## src/hdl/sc2a_pkg.sv

```systemverilog
`default_nettype none
// ---------------------------------------------------------------------------
// sc2a_pkg
// Shared types, scancode constants and key tables for the set 1 decoder.
// ---------------------------------------------------------------------------
package sc2a_pkg;

	// Modifier scancodes (set 1)
	localparam logic [7:0] SC_LSHIFT_MAKE  = 8'h2A;
	localparam logic [7:0] SC_RSHIFT_MAKE  = 8'h36;
	localparam logic [7:0] SC_LSHIFT_BREAK = 8'hAA;
	localparam logic [7:0] SC_RSHIFT_BREAK = 8'hB6;
	localparam logic [7:0] SC_CTRL_MAKE    = 8'h1D;
	localparam logic [7:0] SC_CTRL_BREAK   = 8'h9D;

	// Number of keys covered by the tables
	localparam int unsigned KEY_COUNT = 58;

	// ASCII bounds used by the ctrl-letter mapping
	localparam logic [6:0] ASCII_LOWER_A = 7'h61;
	localparam logic [6:0] ASCII_LOWER_Z = 7'h7A;

	// US layout, no modifier
	localparam logic [6:0] PLAIN_MAP [0:KEY_COUNT-1] = '{
		7'h00, 7'h00, 7'h31, 7'h32, 7'h33, 7'h34, 7'h35, 7'h36, 7'h37, 7'h38,
		7'h39, 7'h30, 7'h2D, 7'h3D, 7'h08, 7'h09, 7'h71, 7'h77, 7'h65, 7'h72,
		7'h74, 7'h79, 7'h75, 7'h69, 7'h6F, 7'h70, 7'h5B, 7'h5D, 7'h0A, 7'h00,
		7'h61, 7'h73, 7'h64, 7'h66, 7'h67, 7'h68, 7'h6A, 7'h6B, 7'h6C, 7'h3B,
		7'h27, 7'h60, 7'h00, 7'h5C, 7'h7A, 7'h78, 7'h63, 7'h76, 7'h62, 7'h6E,
		7'h6D, 7'h2C, 7'h2E, 7'h2F, 7'h00, 7'h2A, 7'h00, 7'h20
	};

	// US layout, shift held
	localparam logic [6:0] SHIFTED_MAP [0:KEY_COUNT-1] = '{
		7'h00, 7'h00, 7'h21, 7'h40, 7'h23, 7'h24, 7'h25, 7'h5E, 7'h26, 7'h2A,
		7'h28, 7'h29, 7'h5F, 7'h2B, 7'h08, 7'h09, 7'h51, 7'h57, 7'h45, 7'h52,
		7'h54, 7'h59, 7'h55, 7'h49, 7'h4F, 7'h50, 7'h7B, 7'h7D, 7'h0A, 7'h00,
		7'h41, 7'h53, 7'h44, 7'h46, 7'h47, 7'h48, 7'h4A, 7'h4B, 7'h4C, 7'h3A,
		7'h22, 7'h7E, 7'h00, 7'h7C, 7'h5A, 7'h58, 7'h43, 7'h56, 7'h42, 7'h4E,
		7'h4D, 7'h3C, 7'h3E, 7'h3F, 7'h00, 7'h2A, 7'h00, 7'h20
	};

	// Modifier flags
	typedef struct packed {
		logic shift;
		logic ctrl;
	} sc2a_mods_t;

	// Decode result for one scancode
	typedef struct packed {
		sc2a_mods_t mods;
		logic       char_valid;
		logic [6:0] char_code;
	} sc2a_dec_t;

endpackage : sc2a_pkg
`default_nettype wire

```

## src/hdl/sc2a_decode.sv

```systemverilog
`default_nettype none
// ---------------------------------------------------------------------------
// sc2a_decode
// Combinational decode of one scancode byte against the current modifier
// flags: returns updated flags and an optional ASCII character.
// ---------------------------------------------------------------------------
module sc2a_decode
	import sc2a_pkg::*;
(
	input  wire logic [7:0] code,
	input  wire sc2a_mods_t mods,
	output sc2a_dec_t       dec
);

	logic       in_table;
	logic [5:0] idx;
	logic [6:0] plain_ch;
	logic [6:0] shift_ch;
	logic [6:0] ctrl_ch;
	logic       is_letter;
	logic [6:0] ch;

	// Table lookup, only for make codes below the table size
	assign in_table = (code[7:6] == 2'b00) && (code[5:0] < 6'(KEY_COUNT));
	assign idx      = in_table ? code[5:0] : 6'd0;
	assign plain_ch = PLAIN_MAP[idx];
	assign shift_ch = SHIFTED_MAP[idx];

	// Ctrl + letter gives control code 1..26 (plain table holds lowercase)
	assign is_letter = (plain_ch >= ASCII_LOWER_A) && (plain_ch <= ASCII_LOWER_Z);
	assign ctrl_ch   = {2'b00, plain_ch[4:0]};

	always_comb begin
		if (mods.ctrl && !mods.shift && is_letter) begin
			ch = ctrl_ch;
		end else if (mods.shift) begin
			ch = shift_ch;
		end else begin
			ch = plain_ch;
		end
	end

	// Modifier tracking and result qualification
	always_comb begin
		dec.mods       = mods;
		dec.char_valid = 1'b0;
		dec.char_code  = ch;
		priority if (code == SC_LSHIFT_MAKE || code == SC_RSHIFT_MAKE) begin
			dec.mods.shift = 1'b1;
		end else if (code == SC_LSHIFT_BREAK || code == SC_RSHIFT_BREAK) begin
			dec.mods.shift = 1'b0;
		end else if (code == SC_CTRL_MAKE) begin
			dec.mods.ctrl = 1'b1;
		end else if (code == SC_CTRL_BREAK) begin
			dec.mods.ctrl = 1'b0;
		end else if (in_table) begin
			dec.char_valid = (ch != 7'd0);
		end else begin
			dec.char_valid = 1'b0;
		end
	end

endmodule : sc2a_decode
`default_nettype wire

```

## src/hdl/scancode_to_ascii_decoder_top.sv

```systemverilog
// Path: input register, combinational decode, then the output register.
// Throughput: one scancode per cycle unless a character waits on a blocked
// output; both stages advance together, and non-character bytes never wait.
// Reset: arst_n asynchronously clears both pipeline valids and the shift and
// ctrl flags.
`default_nettype none
// ---------------------------------------------------------------------------
// scancode_to_ascii_decoder_top
// Set 1 keyboard scancode to ASCII decoder with shift/ctrl tracking.
// ---------------------------------------------------------------------------
module scancode_to_ascii_decoder_top
	import sc2a_pkg::*;
(
	input  wire logic       clk,
	input  wire logic       arst_n,
	input  wire logic       in_valid,
	output logic            in_ready,
	input  wire logic [7:0] scan_byte,
	output logic            out_valid,
	input  wire logic       out_ready,
	output logic [6:0]      character
);

	logic       valid_s1;
	logic [7:0] code_s1;
	sc2a_mods_t mods_q;
	sc2a_dec_t  dec;
	logic       advance;
	logic       out_valid_q;
	logic [6:0] char_q;

	sc2a_decode u_decode (
		.code (code_s1),
		.mods (mods_q),
		.dec  (dec)
	);

	// Stage 1 moves on unless it holds a character and the output is blocked
	assign advance  = valid_s1 && (!dec.char_valid || !out_valid_q || out_ready);
	assign in_ready = !valid_s1 || advance;

	// Input register
	always_ff @(posedge clk or negedge arst_n) begin
		if (!arst_n) begin
			valid_s1 <= 1'b0;
		end else if (in_ready) begin
			valid_s1 <= in_valid;
		end
	end

	always_ff @(posedge clk) begin
		if (in_valid && in_ready) begin
			code_s1 <= scan_byte;
		end
	end

	// Modifier flags, updated as each byte leaves stage 1
	always_ff @(posedge clk or negedge arst_n) begin
		if (!arst_n) begin
			mods_q <= '0;
		end else if (advance) begin
			mods_q <= dec.mods;
		end
	end

	// Output register
	always_ff @(posedge clk or negedge arst_n) begin
		if (!arst_n) begin
			out_valid_q <= 1'b0;
		end else if (advance && dec.char_valid) begin
			out_valid_q <= 1'b1;
		end else if (out_ready) begin
			out_valid_q <= 1'b0;
		end
	end

	always_ff @(posedge clk) begin
		if (advance && dec.char_valid) begin
			char_q <= dec.char_code;
		end
	end

	assign out_valid = out_valid_q;
	assign character = char_q;

endmodule : scancode_to_ascii_decoder_top
`default_nettype wire

```

## config.mk

```make
export PLATFORM = sky130hd
export DESIGN_NAME = scancode_to_ascii_decoder_top
export DESIGN_NICKNAME = d
export VERILOG_FILES = /design/src/hdl/sc2a_pkg.sv /design/src/hdl/sc2a_decode.sv /design/src/hdl/scancode_to_ascii_decoder_top.sv
export SDC_FILE = /design/constraint.sdc
export NUM_CORES = 1
export LEC_CHECK = 0
export BUFFER_PORTS_ARGS = -buffer_cell sky130_fd_sc_hd__clkbuf_2
export CAP_MARGIN = 20
export CELL_PAD_IN_SITES_DETAIL_PLACEMENT = 1
export CELL_PAD_IN_SITES_GLOBAL_PLACEMENT = 2
export CORE_ASPECT_RATIO = 1.5
export CORE_MARGIN = 4
export CORE_UTILIZATION = 40
export DETAILED_ROUTE_END_ITERATION = 10
export GPL_ROUTABILITY_DRIVEN = 0
export MAX_ROUTING_LAYER = met4
export PLACE_DENSITY_LB_ADDON = 0.1
export SLEW_MARGIN = 10
export SYNTH_ARGS = -nofsm -noshare
export SYNTH_HDL_FRONTEND = slang
export SYNTH_SLANG_ARGS = --single-unit
```

## constraint.sdc

```tcl
create_clock -name clk -period 12.3 [get_ports clk]
set_clock_uncertainty 0.2 [all_clocks]
set_input_delay 1.845 -clock clk [delete_from_list [all_inputs] [get_ports clk]]
set_output_delay 1.845 -clock clk [all_outputs]
set_load 0.1 [all_outputs]
```

==> qor.txt, run 1 <==
PortBufs: 20
Flops & latches, synth: 19
Critical path data arrival time: 4.69 ns
Core Util, Final: 43.7%
CP endpoint kind: output port
Post-CTS setup buffers: 0
Combinational Power Share: 54.3%
Wire per inst: 24.2 um
Register area share after synthesis: 22.3%
Async set-reset flop share out of synthesis: 21.1%
# fillers: 719
Final Cycle Share: 54.8%
I/O Pins: 21
CP max FO: 16
Skew-Pair Late Insertion Delay: 0.25 ns
Dpl hpwl: 6970 um
Vias in the first global route: 2,574
Setup Total Neg Slack: 0 ns
Status: completed
Maximum resistive drop on vdd: 0.0980 mV
Antenna Nets Post-Route: 0
Longest Clk Path Bufs: 2
Hold Startpoint: valid_s1
Reg2reg start: code_s1[5]
Most common cell after layout, fill and taps aside: nand2_1
Pre-antenna DRT Iters: 5
Slew Limit Fails: 0
Syn Inst Count: 299
Relative slew slack: 38.4%
Total gr overflow: 0
Slowest cell on crit path: edfxtp_1
Fin cells: 375
Vias/cell: 6.86
CTS Root Buffer Type: clkbuf_8
Most frequent cells in the layout: 22 x nand2_1, 20 x clkbuf_2, 19 x a21oi_1
Core area: 5910 um2
Placed Cells: 371
Reg clk slew, reported paths: 0.07 ns
Net switching power: 0.142 mW
CP startpoint kind: flip-flop
Die area: 7530 um2
Total Wirelength: 9080 um
Power share of the sequential group: 31.7%
Tmin final: 6.74 ns
Gr usage total: 25.4%
Hold WC Path Type: flip-flop to flip-flop
Initial antenna violation count: 0
Hold path depth: 1
Unrepaired setup endpoints after global routing: false
Final Setup Violations: 0
Main flop type after synthesis: edfxtp_1
Chip width: 72.2 um
Internal: 0.154 mW
Clk sinks: 19
Worst setup startpoint: code_s1[5]
Lkg Pwr: 0.951 nW
DRT iter0 DRCs: 295
Unique masters post-synth: 76
Area growth syn-to-layout: 4.50%
DR vias: 2,571
CTS tree: built
CTS Buf Count: 3
Die Height: 104 um
PostCTS Resize Cnt: 0
N_diodes: 0
Worst-margin pin slew: 0.919 ns
Slowest stage delay, CP: 0.79 ns
Post-synth EDFFs: 15
Site row count: 34
Yosys Warn Count: 0
Share of layout cells above drive strength 1: 15.5%
Net Sw Frac: 47.9%
Htree depth: 1
Global-route wire length before repair: 14,400 um
Clock power frac: 14.0%
Syn Area/Cell: 8.27 um2
Initial Util: 41.8%
CP Class: flip-flop to output port
DR DRC count: 0
Worst path required time: 10.26 ns
Mapped Area: 2470 um2
Fin. Hold Viols: 0
Most numerous cell on the critical path: nand2_1
Hold buffer count at CTS: 0
Max-cap check violation count: 0
Power per standard cell area: 115 nW/um2
Largest net degree at the start of global routing: 41
Syn Nets: 323
Final nets: 328
Worst reg2reg path depth: 13
Cell Chain, Critical Path: o2111a_1 > nor2_1 > nand2_1 > inv_1 > ha_1 > nand2_1 > o21ai_1 > a2111oi_0 > o211ai_1 > o31a_1 > a31o_4 > a31oi_4 > a211o_1 > clkbuf_2
Fmax: 148 MHz
-- registers in the layout, indices dropped and copies added (netlist names) --
register,cells
mods_q,2
valid_s1,1
character,7
code_s1,8
out_valid,1
-- routing by layer --
metal	vias up	global-route usage (%)	part of all wire [%]
li1	1159	-	-
met1	1223	28.9	38
met2	140	41.3	50
met3	49	2.42	5.7
met4	0	16.5	6.2
met5	-	-	0
-- Yosys cell counts (4+ instances only) --
cell       n  share of area (%)
a21oi_1   19                3.8
a31oi_1    4                1.0
and2_1     7                1.8
buf_2      6                1.2
buf_4      5                1.5
buf_6      5                2.3
clkbuf_1   8                1.2
dfrtp_1    4                4.0
edfxtp_1  15                 18
ha_1      12                6.1
inv_1     14                2.1
nand2_1   22                3.3
nand2b_1   7                1.8
nand3_1   12                2.4
nand4_1    5                1.3
nor2_1    17                2.6
nor2b_1   10                2.5
nor3_1     5                1.0
o211ai_1  10                3.0
o21a_1     5                1.5
o21ai_0   11                2.2
o21ai_1    7                1.4
o22ai_1    5                1.3
o31a_1     4                1.4
-- final timing paths --
path / slack [ns] / end
min in group asynchronous: 1.18 / mods_q[0]
max in group asynchronous: 10.60 / mods_q[1]
max: 5.56 / in_ready
min: 0.34 / mods_q[0]
max reg2reg: 7.30 / character[1]
min reg2reg: 0.34 / mods_q[0]
-- power by group through the flow --
stage                     combinational [mW]  sequential (mW)  clock [mW]
after floorplan                        0.114            0.102           0
after global placement                 0.159           0.0946           0
after detailed placement               0.158           0.0946           0
after CTS                              0.159           0.0932      0.0435
after global routing                   0.172           0.0949      0.0469
final                                  0.161           0.0939      0.0416
-- metrics by stage --
step	power [mW]	setup WS [ns]	cell area (um2)	hold WS, ns
after floorplan	0.216	6.60	2470	0.271
after global placement	0.253	5.91	2520	0.319
after detailed placement	0.253	5.97	2540	0.329
after CTS	0.296	5.65	2580	0.343
after global routing	0.314	5.33	2580	0.391
final	0.296	5.56	2580	0.341
-- critical path: cells and delay by family (launching register included) --
kind	cells	cell delay (ns)
fa+ha+maj	1	0.32
simple gates	3	0.52
buf+inv	2	0.64
flops	1	0.79
compound gates	8	2.15
-- layout make-up --
type	count	area [um2]	area share, %
Timing Repair Buffer	25	141	5.47
Tap cell	72	90.1	3.48
Clock inverter	1	7.51	0.290
Clock buffer	3	41.3	1.60
Multi-Input combinational cell	241	1700	65.8
Inverter	14	52.6	2.03
Sequential cell	19	551	21.3
-- kinds of logic after synthesis --
kind of cell	after synthesis	synth area share [%]
DFF	19	22.3
muxes	3	1.26
AOI/OAI and AO/OA	118	36.5
buffers and inverters	39	8.95
and+or+nand+nor	108	24.9
adders and majority gates	12	6.07
Power figures use the tool's default switching activity.
==> run 2: changes to the inputs <==
Settings changed: CORE_UTILIZATION 40 to 37.
Clock period 12.3 ns to 6.4 ns, I/O delays scaled along.
==> qor.txt, run 2 (synthesized netlist as in run 1, its figures left out) <==
Internal: 0.299 mW (+93%)
Reg area: 551 um2 (unchanged)
Max-cap check violation count: 0 (unchanged)
Worst reg2reg path depth: 13 (unchanged)
Gr usage total: 25.4% (-0.031 points)
CP Class: flip-flop to output port
Wire per inst: 24.9 um (+2.7%)
Cell Chain, Critical Path: or2_1 > nor2_1 > nand2_1 > inv_1 > ha_1 > nand2_1 > o21ai_1 > a2111oi_0 > o211ai_1 > o31a_1 > a31o_4 > a31oi_4 > a211o_1 > clkbuf_2
Post-CTS setup buffers: 0 (unchanged)
CP startpoint kind: flip-flop
Die Height: 108 um (+3.7%)
Multi-input combinational cell area: 1700 um2 (unchanged)
DR DRC count: 0 (unchanged)
Antenna Nets Post-Route: 0 (unchanged)
Slew Limit Fails: 0 (unchanged)
Fin. Hold Viols: 0 (unchanged)
Initial antenna violation count: 0 (unchanged)
CTS Root Buffer Type: clkbuf_8
Lkg Pwr: 0.965 nW (+1.5%)
Register bank with the most flops: code_s1
Unrepaired setup endpoints after global routing: false
Largest net degree at the start of global routing: 39 (-4.9%)
Critical path data arrival time: 4.63 ns (-0.06 ns)
Worst-margin pin slew: 0.837 ns (-0.0818 ns)
Worst setup startpoint: code_s1[7]
Skew-Pair Late Insertion Delay: 0.25 ns (about the same)
Total gr overflow: 0 (unchanged)
DR vias: 2,501 (-2.7%)
Area growth syn-to-layout: 5.46%
Most common cell after layout, fill and taps aside: nand2_1
Clock power frac: 14.4% (+0.4 points)
Power per standard cell area: 221 nW/um2 (+93%)
CTS Buf Count: 3 (unchanged)
Slowest stage delay, CP: 0.74 ns (-0.05 ns)
Reg clk slew, reported paths: 0.07 ns (about the same)
Final Cycle Share: 90.5%
Combinational Power Share: 54.7% (+0.4 points)
Slowest cell on crit path: a2111oi_0
PortBufs: 20 (unchanged)
Global-route wire length before repair: 14,700 um (+2.4%)
Htree depth: 1 (unchanged)
DRT iter0 DRCs: 232 (-21%)
Hold WC Path Type: primary input to async pin
CP bufs+invs: 2 (unchanged)
N_diodes: 0 (unchanged)
Dpl hpwl: 7310 um (+4.8%)
Worst path required time: 5.24 ns (-5.02 ns)
Most frequent cells in the layout: 22 x nand2_1, 20 x clkbuf_2, 19 x a21oi_1
Status: completed
Vias/cell: 6.55 (-4.5%)
Setup Total Neg Slack: 0 ns (unchanged)
CP endpoint kind: output port
Core area: 6490 um2 (+9.7%)
PostCTS Resize Cnt: 0 (unchanged)
CP max FO: 11 (-5)
Hold buffer count at CTS: 0 (unchanged)
Total Wirelength: 9490 um (+4.6%)
Fmax: 173 MHz
Maximum resistive drop on vdd: 0.149 mV (+52%)
Die area: 8080 um2 (+7.3%)
I/O Pins: 21 (unchanged)
Tmin final: 5.79 ns
Most numerous cell on the critical path: nand2_1
CP top delay family: compound AO/OA/AOI/OAI gates
Core Util, Final: 40.2% (-3.5 points)
Crit path depth: 14 (unchanged)
Chip width: 74.8 um (+3.5%)
Reg2reg start: code_s1[7]
Vias in the first global route: 2,614 (+1.6%)
Net Sw Frac: 48.3% (+0.43 points)
Power share of the sequential group: 30.9% (-0.8 points)
Pwr Total: 0.578 mW (+95%)
Pre-antenna DRT Iters: 4 (-1)
Clk sinks: 19 (unchanged)
Number of flip-flops under the largest register name: 8 (unchanged)
# fillers: 816 (+13%)
Net switching power: 0.279 mW (+97%)
Initial Util: 38.1% (-3.7 points)
Share of layout cells above drive strength 1: 16.3% (+0.83 points)
Final nets: 331 (+0.91%)
Site row count: 36 (+5.9%)
Longest Clk Path Bufs: 2 (unchanged)
Relative slew slack: 42.8% (+4.4 points)
Final Setup Violations: 0 (unchanged)
CTS tree: built
run 2: cell count changes in the layout (fill, tap and decap cells not counted):
cell	before	now
buf_4	4	8
buf_6	1	0
run 2: worst paths after layout:
path / to / slack (ns)
max in group asynchronous: valid_s1 / 5.59
min reg2reg: mods_q[0] / 0.34
max reg2reg: code_s1[5] / 1.68
max: in_ready / 0.61
min in group clk: mods_q[0] / 0.34
min: mods_q[1] / 0.29
run 2: power groups by stage:
stage,Clock (mW),Combinational [mW],Sequential [mW]
finish,0.0831,0.316,0.178
global route,0.0935,0.340,0.181
CTS,0.0865,0.314,0.178
detailed placement,0,0.313,0.180
global placement,0,0.313,0.180
floorplan,0,0.219,0.196
run 2: final cells by class:
cell class,count,share of cell area (%)
multi-input cells,241,65.2
clock inverters,1,0.288
flip-flops and latches,19,21.1
repair buffers,28,6.14
well taps,76,3.65
clock buffers,3,1.58
inverters,14,2.01
run 2: worst reg2reg max path: stages (launching register included):
cell and delay [ns]:
edfxtp_1 0.61, or2_1 0.45, nor2_1 0.19, nand2_1 0.27, inv_1 0.18, ha_1 0.30, nand2_1 0.14, o21ai_1 0.09
a2111oi_0 0.74, o211ai_1 0.24, o31a_1 0.17, a31o_4 0.21, a31oi_4 0.19, a31o_1 0.40
run 2: through the flow:
step | setup WS (ns) | hold WS (ns) | std cells | cell area (um2)
global placement | 1.05 | 0.343 | 378 | 2560
CTS | 0.621 | 0.284 | 382 | 2610
finish | 0.610 | 0.292 | 382 | 2610
global route | 0.279 | 0.280 | 382 | 2610
detailed placement | 0.942 | 0.329 | 378 | 2560
floorplan | 1.58 | 0.271 | 299 | 2470
run 2: metal layers:
layer  track usage, %  part of all wire [%]  vias up
met2             40.3                    48      105
met5                -                     0        -
met1             29.9                    40     1179
li1                 -                     -     1168
met3             2.42                   4.3       49
met4             16.4                   7.4        0
